**src/rtl/core/dsp_pkg.sv**
```systemverilog
// Shared types, constants and codes for the distributed select participant.
// No dependencies; every other file in rtl/core imports this package.
package dsp_pkg;

  // Store geometry
  localparam int CAPACITY = 8;
  localparam int CNT_W    = $clog2(CAPACITY + 1);
  localparam int IDX_W    = (CAPACITY > 1) ? $clog2(CAPACITY) : 1;

  // Field widths
  localparam int DATA_W    = 32;
  localparam int ACT_W     = 3;
  localparam int DRAW_W    = 16;
  localparam int BIT_W     = $clog2(DRAW_W);
  localparam int KIND_W    = 2;
  localparam int OUT_CNT_W = 4;

  // Action codes
  localparam logic [ACT_W-1:0] ACT_LOAD       = 3'd0;
  localparam logic [ACT_W-1:0] ACT_REQUEST    = 3'd1;
  localparam logic [ACT_W-1:0] ACT_PIVOT      = 3'd2;
  localparam logic [ACT_W-1:0] ACT_DROP_SMALL = 3'd3;
  localparam logic [ACT_W-1:0] ACT_DROP_LARGE = 3'd4;

  // Reply kinds
  localparam logic [KIND_W-1:0] KIND_SAMPLE = 2'd0;
  localparam logic [KIND_W-1:0] KIND_COUNT  = 2'd1;
  localparam logic [KIND_W-1:0] KIND_READY  = 2'd2;
  localparam logic [KIND_W-1:0] KIND_REJECT = 2'd3;

  // Sample value reported for an empty window
  localparam logic signed [DATA_W-1:0] SAMPLE_NONE = -32'sd1;

  typedef struct packed {
    logic [ACT_W-1:0]         action;
    logic signed [DATA_W-1:0] value;
    logic [DRAW_W-1:0]        random_draw;
  } req_t;

  typedef struct packed {
    logic [KIND_W-1:0]        reply_kind;
    logic signed [DATA_W-1:0] sample_value;
    logic [OUT_CNT_W-1:0]     above_count;
    logic                     window_empty;
    logic [OUT_CNT_W-1:0]     window_size;
  } rsp_t;

  // Flags and difference from the shared subtractor
  typedef struct packed {
    logic              lt;
    logic              eq;
    logic [DATA_W-1:0] diff;
  } alu_res_t;

  typedef enum logic [2:0] {
    ST_IDLE,
    ST_SHIFT,
    ST_SCAN,
    ST_MOD,
    ST_SAMPLE,
    ST_DSMALL,
    ST_DLARGE,
    ST_REPLY
  } state_t;

endpackage

```
**src/rtl/core/dsp_alu.sv**
```systemverilog
// Shared signed subtract/compare unit used by the insertion, scan, remainder and drop steps.
// Depends on dsp_pkg.
module dsp_alu import dsp_pkg::*; (
  input  logic signed [DATA_W-1:0] a,
  input  logic signed [DATA_W-1:0] b,
  output alu_res_t                 res
);

  logic signed [DATA_W:0] diff;

  // One extra bit keeps the sign of a - b exact over the full range
  assign diff     = {a[DATA_W-1], a} - {b[DATA_W-1], b};
  assign res.lt   = diff[DATA_W];
  assign res.eq   = (diff == '0);
  assign res.diff = diff[DATA_W-1:0];

endmodule

```
**src/rtl/core/distributed_select_participant.sv**
```systemverilog
// Top level of the distributed select participant: sequencer, store, reply register.
// Depends on dsp_pkg and dsp_alu.
//
// One participant of a distributed quickselect. Items are taken one at a time; req_stall is
// high while an item is being worked on. A load is accepted and then moves entries up one
// per cycle during sorted insertion before writing the new value. For a sample request the
// remainder of random_draw by the window size is formed one bit per cycle on the shared
// subtractor, then the entry is read and the reply registered. A pivot count walks the
// window one entry per cycle, and each drop walks entries off the window edge one per cycle.
// A reject or an empty-window sample goes straight to the reply. Every compare against a
// stored or pivot value, and every remainder subtract, goes through one shared unit. Replies
// sit in an output register, so a new item can be accepted while a reply waits.
module distributed_select_participant import dsp_pkg::*; (
  input  logic clk,
  input  logic rst,
  input  logic req_valid,
  output logic req_stall,
  input  req_t req,
  output logic rsp_valid,
  input  logic rsp_stall,
  output rsp_t rsp
);

  state_t state, state_next;

  logic [CNT_W-1:0]         loaded_count, loaded_count_next;
  logic [CNT_W-1:0]         win_start, win_start_next;
  logic [CNT_W-1:0]         win_end, win_end_next;
  logic signed [DATA_W-1:0] last_pivot, last_pivot_next;

  logic signed [DATA_W-1:0] val, val_next;
  logic [DRAW_W-1:0]        draw, draw_next;
  logic [CNT_W-1:0]         idx, idx_next;
  logic [CNT_W-1:0]         above, above_next;
  logic [CNT_W-1:0]         rem, rem_next;
  logic [BIT_W-1:0]         bit_cnt, bit_cnt_next;
  logic                     empty, empty_next;
  rsp_t                     res, res_next;
  rsp_t                     rsp_next;
  logic                     rsp_valid_next;

  logic signed [DATA_W-1:0] store [CAPACITY];
  logic                     store_we;
  logic [IDX_W-1:0]         store_widx;
  logic signed [DATA_W-1:0] store_wdata;
  logic [IDX_W-1:0]         rd_idx;
  logic signed [DATA_W-1:0] rd_data;

  logic signed [DATA_W-1:0] alu_a, alu_b;
  alu_res_t                 alu;
  logic                     alu_gt;

  logic [CNT_W-1:0]         clamp_end, clamp_start, size, idx_m1, end_m1, pos;
  logic [CNT_W:0]           r2;

  dsp_alu u_alu (
    .a   (alu_a),
    .b   (alu_b),
    .res (alu)
  );

  assign alu_gt    = !alu.lt && !alu.eq;
  assign rd_data   = store[rd_idx];
  assign req_stall = (state != ST_IDLE);

  // Window bounds kept inside the loaded entries
  assign clamp_end   = (win_end > loaded_count) ? loaded_count : win_end;
  assign clamp_start = (win_start > clamp_end) ? clamp_end : win_start;
  assign size        = win_end - win_start;
  assign idx_m1      = idx - 1'b1;
  assign end_m1      = win_end - 1'b1;
  assign pos         = win_start + rem;
  assign r2          = {rem, draw[DRAW_W-1]};

  // Sequencer: next state, datapath updates and shared-unit operands
  always_comb begin
    state_next        = state;
    loaded_count_next = loaded_count;
    win_start_next    = win_start;
    win_end_next      = win_end;
    last_pivot_next   = last_pivot;
    val_next          = val;
    draw_next         = draw;
    idx_next          = idx;
    above_next        = above;
    rem_next          = rem;
    bit_cnt_next      = bit_cnt;
    empty_next        = empty;
    res_next          = res;
    rsp_next          = rsp;
    rsp_valid_next    = rsp_valid && rsp_stall;
    store_we          = 1'b0;
    store_widx        = idx[IDX_W-1:0];
    store_wdata       = val;
    rd_idx            = idx[IDX_W-1:0];
    alu_a             = rd_data;
    alu_b             = val;

    unique case (state)
      ST_IDLE: begin
        if (req_valid) begin
          win_end_next   = clamp_end;
          win_start_next = clamp_start;
          unique case (req.action)
            ACT_LOAD: begin
              if (loaded_count >= CNT_W'(CAPACITY)) begin
                res_next   = '{KIND_REJECT, '0, '0, 1'b0, '0};
                state_next = ST_REPLY;
              end else begin
                idx_next   = loaded_count;
                val_next   = req.value;
                state_next = ST_SHIFT;
              end
            end
            ACT_REQUEST: begin
              if (clamp_start == clamp_end) begin
                res_next   = '{KIND_SAMPLE, SAMPLE_NONE, '0, 1'b1, '0};
                state_next = ST_REPLY;
              end else begin
                rem_next     = '0;
                draw_next    = req.random_draw;
                bit_cnt_next = '0;
                state_next   = ST_MOD;
              end
            end
            ACT_PIVOT: begin
              last_pivot_next = req.value;
              val_next        = req.value;
              idx_next        = clamp_start;
              above_next      = '0;
              empty_next      = (clamp_start == clamp_end);
              state_next      = ST_SCAN;
            end
            ACT_DROP_SMALL: state_next = ST_DSMALL;
            ACT_DROP_LARGE: state_next = ST_DLARGE;
            default:        state_next = ST_IDLE;
          endcase
        end
      end

      // Sorted insertion, one entry moved per cycle
      ST_SHIFT: begin
        rd_idx = idx_m1[IDX_W-1:0];
        store_we = 1'b1;
        if ((idx != '0) && alu_gt) begin
          store_wdata = rd_data;
          idx_next    = idx_m1;
        end else begin
          store_wdata       = val;
          loaded_count_next = loaded_count + 1'b1;
          win_start_next    = '0;
          win_end_next      = loaded_count + 1'b1;
          state_next        = ST_IDLE;
        end
      end

      // Count window entries above the pivot
      ST_SCAN: begin
        if (idx < win_end) begin
          if (alu_gt) begin
            above_next = above + 1'b1;
          end
          idx_next = idx + 1'b1;
        end else begin
          res_next   = '{KIND_COUNT, '0, OUT_CNT_W'(above), empty, '0};
          state_next = ST_REPLY;
        end
      end

      // Restoring remainder of the draw by the window size, one bit per cycle
      ST_MOD: begin
        alu_a        = DATA_W'(r2);
        alu_b        = DATA_W'(size);
        rem_next     = alu.lt ? r2[CNT_W-1:0] : alu.diff[CNT_W-1:0];
        draw_next    = draw << 1;
        bit_cnt_next = bit_cnt + 1'b1;
        if (bit_cnt == BIT_W'(DRAW_W - 1)) begin
          state_next = ST_SAMPLE;
        end
      end

      ST_SAMPLE: begin
        rd_idx     = pos[IDX_W-1:0];
        res_next   = '{KIND_SAMPLE, rd_data, '0, 1'b0, '0};
        state_next = ST_REPLY;
      end

      // Move the window start past entries below the pivot
      ST_DSMALL: begin
        rd_idx = win_start[IDX_W-1:0];
        alu_b  = last_pivot;
        if ((win_start < win_end) && alu.lt) begin
          win_start_next = win_start + 1'b1;
        end else begin
          res_next   = '{KIND_READY, '0, '0, 1'b0, '0};
          state_next = ST_REPLY;
        end
      end

      // Move the window end below entries above the pivot
      ST_DLARGE: begin
        rd_idx = end_m1[IDX_W-1:0];
        alu_b  = last_pivot;
        if ((win_end > win_start) && alu_gt) begin
          win_end_next = end_m1;
        end else begin
          res_next   = '{KIND_READY, '0, '0, 1'b0, '0};
          state_next = ST_REPLY;
        end
      end

      // Hand the reply to the output register once it is free
      ST_REPLY: begin
        if (!rsp_valid || !rsp_stall) begin
          rsp_next             = res;
          rsp_next.window_size = OUT_CNT_W'(size);
          rsp_valid_next       = 1'b1;
          state_next           = ST_IDLE;
        end
      end

      default: state_next = ST_IDLE;
    endcase
  end

  // Control state
  always_ff @(posedge clk) begin
    if (rst) begin
      state        <= ST_IDLE;
      loaded_count <= '0;
      win_start    <= '0;
      win_end      <= '0;
      last_pivot   <= '0;
      rsp_valid    <= 1'b0;
    end else begin
      state        <= state_next;
      loaded_count <= loaded_count_next;
      win_start    <= win_start_next;
      win_end      <= win_end_next;
      last_pivot   <= last_pivot_next;
      rsp_valid    <= rsp_valid_next;
    end
  end

  // Working registers and reply payload
  always_ff @(posedge clk) begin
    val     <= val_next;
    draw    <= draw_next;
    idx     <= idx_next;
    above   <= above_next;
    rem     <= rem_next;
    bit_cnt <= bit_cnt_next;
    empty   <= empty_next;
    res     <= res_next;
    rsp     <= rsp_next;
  end

  // Sorted store
  always_ff @(posedge clk) begin
    if (store_we) begin
      store[store_widx] <= store_wdata;
    end
  end

`ifndef SYNTHESIS
  a_window_order: assert property (@(posedge clk) disable iff (rst)
    (win_start <= win_end) && (win_end <= loaded_count))
    else $error("window bounds out of order");

  a_count_cap: assert property (@(posedge clk) disable iff (rst)
    loaded_count <= CNT_W'(CAPACITY))
    else $error("loaded count beyond capacity");

  a_rem_range: assert property (@(posedge clk) disable iff (rst)
    (state == ST_MOD) |-> (rem < size))
    else $error("remainder not below window size");

  a_reply_hold: assert property (@(posedge clk) disable iff (rst)
    (state == ST_REPLY) && rsp_valid && rsp_stall |=> (state == ST_REPLY))
    else $error("reply dropped while output register busy");
`endif

endmodule
```
**config.mk**
```make
export PLATFORM = sky130hd
export DESIGN_NAME = distributed_select_participant
export DESIGN_NICKNAME = d
export VERILOG_FILES = /design/src/rtl/core/dsp_pkg.sv /design/src/rtl/core/dsp_alu.sv /design/src/rtl/core/distributed_select_participant.sv
export SDC_FILE = /design/constraint.sdc
export NUM_CORES = 1
export LEC_CHECK = 0
export ABC_AREA = 1
export BUFFER_PORTS_ARGS = -buffer_cell sky130_fd_sc_hd__buf_2
export CAP_MARGIN = 20
export CELL_PAD_IN_SITES_DETAIL_PLACEMENT = 1
export CELL_PAD_IN_SITES_GLOBAL_PLACEMENT = 1
export CORE_MARGIN = 3
export CORE_UTILIZATION = 49
export CTS_CLUSTER_SIZE = 20
export DETAILED_ROUTE_END_ITERATION = 10
export GPL_ROUTABILITY_DRIVEN = 0
export MAX_ROUTING_LAYER = met4
export PLACE_DENSITY = 0.91
export RECOVER_POWER = 100
export SLEW_MARGIN = 20
export SYNTH_ARGS = -nofsm -noshare
export SYNTH_HDL_FRONTEND = slang
export SYNTH_SLANG_ARGS = --single-unit
```
**constraint.sdc**
```tcl
create_clock -name clk -period 10 [get_ports clk]
set_input_delay 2 -clock clk [delete_from_list [all_inputs] [get_ports clk]]
set_output_delay 2 -clock clk [all_outputs]
set_load 0.005 [all_outputs]
```
# Yosys cells after proc, flatten, opt, wreduce, memory -nomap -nowiden
# Memories as Yosys holds them, arrays and structs flattened.
# Cells that the tools add are included.
[classes]
mux = 62
n_bitwise = 1
add_sub_neg = 10
reduce_logical = 34
n_lt_le_gt_ge = 6
eq_ne = 34
[ops]
columns = ["operator", "count"]
rows = [
  ["$mux 43", 6],
  ["$pmux 43 s5", 1],
  ["$mux 32", 4],
  ["$pmux 32 s2", 2],
  ["$pmux 43 s2", 1],
  ["$mux 4", 20],
  ["$mux 16", 3],
  ["$pmux 4 s3", 3],
  ["$logic_not 33->1", 1],
  ["$sub 32x32->33", 1],
  ["$pmux 16 s2", 1],
  ["$pmux 4 s2", 4],
  ["$ne 2x2->1 const B", 14],
  ["$mux 3", 9],
  ["$pmux 3 s8", 1],
  ["$add 4x1->4 const B", 5],
  ["$reduce_and 4->1", 4],
  ["$eq 3x3->1 const B", 5],
  ["$pmux 3 s5", 1],
  ["$eq 3x2->1 const B", 4],
  ["$gt 4x4->1", 3],
  ["$pmux 3 s4", 1],
  ["$reduce_bool 3->1", 4],
  ["$ne 3x3->1 const B", 3],
  ["26 further kinds", 46],
]
[totals]
memories = 1
out_inout_bits = 45
ff_bits = 195
mem_bits_rw = 256
elab_cells = 170
[memory_table]
columns = ["memory", "depth", "width", "read_ports", "rd_clocked_by_memory_dff", "write_ports", "line", "source"]
rows = [
  ["store", 8, 32, 1, 0, 1, "distributed_select_participant.sv:42", "logic signed [DATA_W-1:0] store [CAPACITY];"],
]

# Depth between registers and ports, before layout
# Gate-level depths: netlist (run 1).
# An unclocked memory read counts as a cell.
[depth]
ltp_word = 11
ltp_mapped = 41
ltp_nobuf = 39

# Hierarchy
# A second synthesis (run 1) with hierarchy kept.
[hier_totals]
cells_unflattened = 2266
hier_area_um2 = 22487.8
[by_module_without_submodules]
columns = ["mod", "cells_per_inst", "area_each_um2", "n_inst", "seq_area_each_um2"]
rows = [
  ["distributed_select_participant", 1648, 19541.2, 1, 13062.5],
  ["dsp_alu", 618, 2946.6, 1, 0.0],
]

# Worst setup path before layout (run 1)
# Ideal clock, no wire load.
[synth_path]
kind = "reg2reg"
start = "register win_start[1]"
end = "register res[10] (netlist name) (enable)"
arrival_time_ps = 7653
path_buffers = 2
stages_incl_launch_ff = 28
path_slack_ps = 1814
period_less_slack_ps = 8186
cell_sequence = "dfxtp_1 inv_1 fa_1 o221ai_1 o22ai_2 buf_6 buf_2 o211ai_1 nand3_1 o21ai_2 nand2_1 o21ai_1 ha_1 fa_1 inv_1 nand3_1 nand3_1 nand2_1 nand3_2 nand2_1 nand2_1 nand2_1 nand3_2 xor2_4 inv_2 nand3b_1 nand2_1 nor4_1"
[synth_between]
elab_chain_len = 11
elab_cells_between_ends = 22
[synth_lines]
columns = ["item", "line", "source"]
rows = [
  ["from (decl)", "distributed_select_participant.sv:27", "logic [CNT_W-1:0] win_start, win_start_next;"],
  ["from (signal assigned)", "distributed_select_participant.sv:238", "win_start <= win_start_next;"],
  ["$add 3x3->3", "distributed_select_participant.sv:72", "assign pos = win_start + rem;"],
  ["$pmux 3 s4", "distributed_select_participant.sv:99", "unique case (state)"],
  ["$mem_v2 8x32", "--", ""],
  ["$mux 32", "distributed_select_participant.sv:99", ""],
  ["$sub 32x32->33", "dsp_alu.sv:12", "assign diff = {a[DATA_W-1], a} - {b[DATA_W-1], b};"],
  ["$logic_not 33->1", "dsp_alu.sv:14", "assign res.eq = (diff == '0);"],
  ["$logic_not 1->1", "distributed_select_participant.sv:62", "assign alu_gt = !alu.lt && !alu.eq;"],
  ["$logic_and 1x1->1", "distributed_select_participant.sv:62", ""],
  ["$logic_and 1x1->1", "distributed_select_participant.sv:204", "if ((win_end > win_start) && alu_gt) begin"],
  ["$ne 2x2->1 (no line)", "--", ""],
  ["$reduce_and 8->1 (no line) (*)", "--", ""],
  ["to (signal assigned)", "distributed_select_participant.sv:254", "res <= res_next;"],
  ["to (decl)", "distributed_select_participant.sv:38", "rsp_t res, res_next;"],
]
# Every way passes the cells marked *; elsewhere a longest branch is shown, timed or not.
# A chain may end at the register's enable or synchronous reset.

# Worst setup path after layout (run 1)
[layout_path]
start = "register state[0]"
end = "memory store[1][5] (data pin)"
[layout_between]
elab_chain_len = 11
elab_cells_between_ends = 18
[layout_lines]
columns = ["item", "line", "source"]
rows = [
  ["from (decl)", "distributed_select_participant.sv:24", "state_t state, state_next;"],
  ["from (signal assigned)", "distributed_select_participant.sv:236", "state <= state_next;"],
  ["$eq 3x3->1 / $eq 3x1->1 (equally long branches)", "distributed_select_participant.sv:99", ""],
  ["$pmux 3 s4", "distributed_select_participant.sv:99", ""],
  ["$mem_v2 8x32", "--", ""],
  ["$mux 32", "distributed_select_participant.sv:99", ""],
  ["$sub 32x32->33", "dsp_alu.sv:12", ""],
  ["$logic_not 33->1", "dsp_alu.sv:14", ""],
  ["$logic_not 1->1", "distributed_select_participant.sv:62", ""],
  ["$logic_and 1x1->1", "distributed_select_participant.sv:62", ""],
  ["$logic_and 1x1->1", "distributed_select_participant.sv:145", "if ((idx != '0) && alu_gt) begin"],
  ["$mux 32", "distributed_select_participant.sv:145", ""],
  ["$mux 32 (*)", "distributed_select_participant.sv:99", ""],
  ["via store_wdata[5]", "distributed_select_participant.sv:45", "logic signed [DATA_W-1:0] store_wdata;"],
  ["to (decl)", "distributed_select_participant.sv:42", ""],
]
# The timed path passes the listed nets; every way through them passes the cells marked *.

==> results of run 1 <==
==> metal layers <==
metal	wire (um)	up-vias	share of wire, %
li1	-	7997	-
met1	27400	8999	37
met2	36500	946	49
met3	5870	276	7.8
met4	5200	0	6.9
met5	0	-	0
==> metrics by stage <==
step                      std cells  util [%]  hold slack [ns]  setup slack (ns)  instance area, um^2
after detailed placement       2966      52.2            0.408              2.42                23200
after CTS                      3053      55.8            0.417              2.39                24800
after global placement         2966      52.2            0.402              2.88                23200
after floorplan                2336         -            0.400              1.81                22100
after global routing           3057      55.0            0.428             0.865                24400
final                          3057      55.0            0.416              1.14                24400
==> critical path: cells and delay by family (launching register included) <==
kind	cells	cell delay [ns]
and+or+nand+nor	15	2.95
buffers and inverters	9	2.36
AOI/OAI and AO/OA	5	2.02
DFF	1	0.45
adders and majority gates	1	0.44
xor gates and xnor gates	1	0.24
==> cells by family (layout without fill, tap and decap cells) <==
group	Yosys count	count (layout)	synth area share [%]
AO/OA/AOI/OAI	301	301	8.61
buffers and inverters	335	461	6.35
XOR/XNOR	18	18	0.798
flip-flops	451	451	59.1
AND/OR/NAND/NOR	1172	1172	21.7
adder cells (fa/ha/maj)	59	59	3.44
other	0	3	0
==> layout make-up <==
class	instances	area, um^2
Tap cell	592	741
Timing Repair Buffer	124	568
Multi-Input combinational cell	1550	7500
Clock buffer	59	1240
Antenna cell	3	7.51
Fill cell	5062	20000
Sequential cell	451	13100
Inverter	250	940
Clock inverter	28	383
==> registers in the layout, summed over array words and instances, names as in the netlist <==
signal / count
store: 256
val: 32
last_pivot: 32
draw: 16
bit_cnt: 4
rsp: 43
state: 3
rem: 4
above: 4
idx: 4
rsp_valid: 1
win_end: 4
empty: 1
loaded_count: 4
res: 39
win_start: 4
==> synthesized netlist by cell type, types with 7 or more instances <==
cell	count
nand3_1	148
a21oi_1	51
inv_1	232
a31oi_1	10
nand2_1	693
clkbuf_1	32
nor2_1	276
inv_2	13
xor2_1	10
o22ai_2	7
xnor2_1	7
ha_1	56
edfxtp_1	403
a31oi_2	17
o21ai_0	84
o211ai_1	12
buf_2	27
dfxtp_1	48
buf_6	12
buf_1	7
nor3_1	11
o21ai_1	69
a22oi_1	30
nand4_1	8
==> final timing paths <==
kind	startpoint	endpoint	slack [ns]	depth (start not counted)
worst min register to register	res[13]$_DFFE_PP_	rsp[13]$_DFFE_PP_	0.42	0
worst max register to register	state[0]$_SDFFE_PP0P_	store[1][5]$_DFFE_PP_	1.14	31
worst max-delay path	state[0]$_SDFFE_PP0P_	store[1][5]$_DFFE_PP_	1.14	31
worst min-delay path	res[13]$_DFFE_PP_	rsp[13]$_DFFE_PP_	0.42	0
==> impl_metrics.tcl, run 1 <==
set metrics [dict create \
    vias 18200 \
    die-area_mm2 0.0477 \
    slew_headroom_pct -87.8 \
    synth_edf_count 403 \
    cts_resized 0 \
    use_met2_pct 53.1 \
    cp.arrival_ns 9.12 \
    cp_common_cell "nand2_1" \
    max_stage_delay_ns 0.95 \
    worstMarginPinSlew_ns 2.82 \
    fin_crit_ns 8.86 \
    h-tree-depth 2 \
    top_level_ports 100 \
    crit_fanout 55 \
    ant_nets 0 \
    core_area_mm2 0.0444 \
    hold_violations 0 \
    routed_wl_mm 75.0 \
    syn2layout_area_growth_pct 10.6 \
    grt_use_total_pct 32.0 \
    overflow 0 \
    period_share_pct 88.6 \
    die_x_um 218 \
    drc 0 \
    numCtsBuffers 48 \
    cp-start-kind "register" \
    synth.area.top_cells "edfxtp_1, nand2_1, nor2_1, dfxtp_1, inv_1" \
    yosys.area.top_type "edfxtp_1" \
    synth_cells 2336 \
    fmaxAchievable_mhz 113 \
    final_cell_mix "nand2_1, edfxtp_1, nor2_1, inv_1, nand3_1" \
    first_global_vias 19400 \
    dp_hpwl_mm 49.3 \
    grt_pass1_wl_mm 112 \
    postCtsSetupRepairBufs 0 \
    grt_use_met1_pct 36.2 \
    clockBufferDepth 3 \
    wl_per_cell_um 24.5 \
    syn_area_mm2 0.0221 \
    yosysTopAreaCellShare_pct 54.8 \
    grt_max_degree 85 \
    initial_core_util_pct 49.8 \
    die_h_um 218 \
    global_route.peak_usage_layer "met2" \
    root_buffer "clkbuf_16" \
    crit_slowest_cell "nor2_1" \
    required_ns 10.26 \
    clock_sinks 451 \
    status "finished with violations" \
    crit_type "reg2reg" \
    synth_area_per_cell_um2 9.46 \
    tns_ns 0 \
    numPortBuffers 99 \
    ys.flop_type "edfxtp_1" \
    first_pass_iters 5 \
    antenna_found_initial 3 \
    drive_gt1_share_pct 6.74 \
    hold_class "reg2reg" \
    drv_cap 13 \
    clkTransAtPathRegs_ns 0.06 \
    yosys_register_bits 451 \
    ys_seq_area_share_pct 59.1 \
    synthArstFlopShare_pct 0 \
    rsz0062_at_grt "false" \
    ys_types 61 \
    end_kind "register" \
    nNetsFinal 2539 \
    vias_per_cell 5.96 \
    rows 77 \
    use_met3_pct 6.10 \
    ctsHoldBuffers 0 \
    final_common_cell "nand2_1" \
    drt_iter0_markers 1816 \
    setup_viol 0 \
    drv_slew 440 \
    failed_checks "capacitance limit, slew limit" \
    clk-insertion-delay-late_ns 0.61 \
    synth.net_count 2450 \
    cts_tree "built" \
    yosysWarnings 0 \
    fin_skew_ns 0.0216 \
]
Power of run 1 is not shown: default switching activity piles up to over one toggle a cycle in this logic, so the estimate is an artifact.
==> run 2: changes to the inputs <==
==> constraint.sdc (replaced) <==
create_clock -name clk -period 10 [get_ports clk]
set_input_delay 1 -clock clk [delete_from_list [all_inputs] [get_ports clk]]
set_output_delay 1 -clock clk [all_outputs]
set_load 0.005 [all_outputs]
==> impl_metrics.tcl, run 2 (synthesis results as in run 1) <==
set metrics [dict create \
    filler_cell_count 5059 \
    first_pass_iters 5 \
    syn2layout_area_growth_pct 10.6 \
    largest_reg_flops 256 \
    drt_iter0_markers 1707 \
    r2r_end "store[0][23]$_DFFE_PP_" \
    fin_skew_ns 0.0195 \
    hold_violations 0 \
    initial_core_util_pct 49.8 \
    top_level_ports 100 \
    rsz0062_at_grt "false" \
    regMostFlops "store" \
    vias 18300 \
    final_cell_mix "nand2_1, edfxtp_1, nor2_1, inv_1, nand3_1" \
    slew_headroom_pct -86.2 \
    failed_checks "capacitance limit, slew limit" \
    max_stage_delay_ns 0.96 \
    end_kind "register" \
    wl_per_cell_um 24.6 \
    nNetsFinal 2539 \
    numCtsBuffers 48 \
    setup.worst_path.start "state[0]$_SDFFE_PP0P_" \
    die_x_um 218 \
    final_common_cell "nand2_1" \
    cts_tree "built" \
    worstMarginPinSlew_ns 2.79 \
    fmaxAchievable_mhz 114 \
    cp-endpoint "store[0][23]$_DFFE_PP_" \
    clk-insertion-delay-late_ns 0.61 \
    rows 77 \
    reg2reg_slack_ns 1.20 \
    cts_resized 0 \
    h-tree-depth 2 \
    numPortBuffers 99 \
    drv_slew 399 \
    largest_registers "store: 256 flops, rsp: 43 flops, res: 39 flops" \
    postCtsSetupRepairBufs 0 \
    routed_wl_mm 75.1 \
    cp.buffers_inverters 9 \
    die_h_um 218 \
    root_buffer "clkbuf_16" \
    ant_nets 0 \
    tns_ns 0 \
    crit_fanout 55 \
    drive_gt1_share_pct 6.78 \
    crit_family "simple AND/OR/NAND/NOR gates" \
    crit_cells 31 \
    crit_slowest_cell "nor2_1" \
    setup_viol 0 \
    hold_class "reg2reg" \
    antenna_found_initial 3 \
    overflow 0 \
    clkTransAtPathRegs_ns 0.06 \
    crit_type "reg2reg" \
    timing.rr.start "state[0]$_SDFFE_PP0P_" \
    core_area_mm2 0.0444 \
    die-area_mm2 0.0477 \
    status "finished with violations" \
    clockBufferDepth 3 \
    required_ns 10.27 \
    grt_use_total_pct 32.0 \
    drc 0 \
    cp.arrival_ns 9.07 \
    dp_hpwl_mm 49.3 \
    period_share_pct 88.0 \
    fin_crit_ns 8.80 \
    cp_common_cell "nand2_1" \
    ctsHoldBuffers 0 \
    vias_per_cell 5.98 \
    r2r_cells 31 \
    grt_max_degree 85 \
    grt_pass1_wl_mm 112 \
    cp-start-kind "register" \
    clock_sinks 451 \
    first_global_vias 19400 \
    drv_cap 12 \
]
## run 2: cell count changes in the layout (fill, tap and decap cells not counted)
cell	delta
o21ai_0	+18
buf_4	+1
a31oi_2	-1
clkbuf_1	-4
nor2_1	+3
nand3_2	+1
nor2_2	-2
o21ai_1	-18
nor2_4	-1
buf_2	+3
nand3_1	-1
a31oi_1	+1
## run 2: routing by layer
metal / vias up / share of wire (%) / global-route usage, %
met5: - / 0 / -
met1: 8994 / 36 / 36.2
met3: 277 / 8.1 / 6.10
li1: 7993 / - / -
met4: 0 / 6.9 / 18.9
met2: 1005 / 49 / 53.1
## run 2: area by class of cell
cell class / instances / area (um^2) / share of cell area (%)
clock buffer: 59 / 1240 / 5.08
antenna: 3 / 7.51 / 0.0307
tap: 592 / 741 / 3.03
sequential: 451 / 13100 / 53.5
clock inverter: 28 / 383 / 1.57
multi-input combinational: 1550 / 7490 / 30.6
timing repair buffer: 124 / 576 / 2.36
inverter: 250 / 940 / 3.84
## run 2: worst min path at each step
stage	from	endpoint	slack, ns	cells past startpoint
floorplan	res[10]$_DFFE_PP_	rsp[10]$_DFFE_PP_	0.40	0
global placement	res[27]$_DFFE_PP_	rsp[27]$_DFFE_PP_	0.40	0
detailed placement	res[29]$_DFFE_PP_	rsp[29]$_DFFE_PP_	0.41	0
CTS	res[13]$_DFFE_PP_	rsp[13]$_DFFE_PP_	0.42	0
global route	res[21]$_DFFE_PP_	rsp[21]$_DFFE_PP_	0.43	0
finish	res[13]$_DFFE_PP_	rsp[13]$_DFFE_PP_	0.42	0
## run 2: per-stage QoR
step | cell area (um^2) | utilization, % | setup slack, ns | hold WS [ns] | instances
floorplan | 22100 | - | 1.81 | 0.400 | 2336
global placement | 23200 | 52.2 | 2.88 | 0.402 | 2966
detailed placement | 23200 | 52.2 | 2.42 | 0.408 | 2966
CTS | 24800 | 55.8 | 2.39 | 0.417 | 3053
global route | 24400 | 55.0 | 0.856 | 0.428 | 3057
finish | 24400 | 55.0 | 1.20 | 0.416 | 3057
Power of run 2 is left out for the same reason.
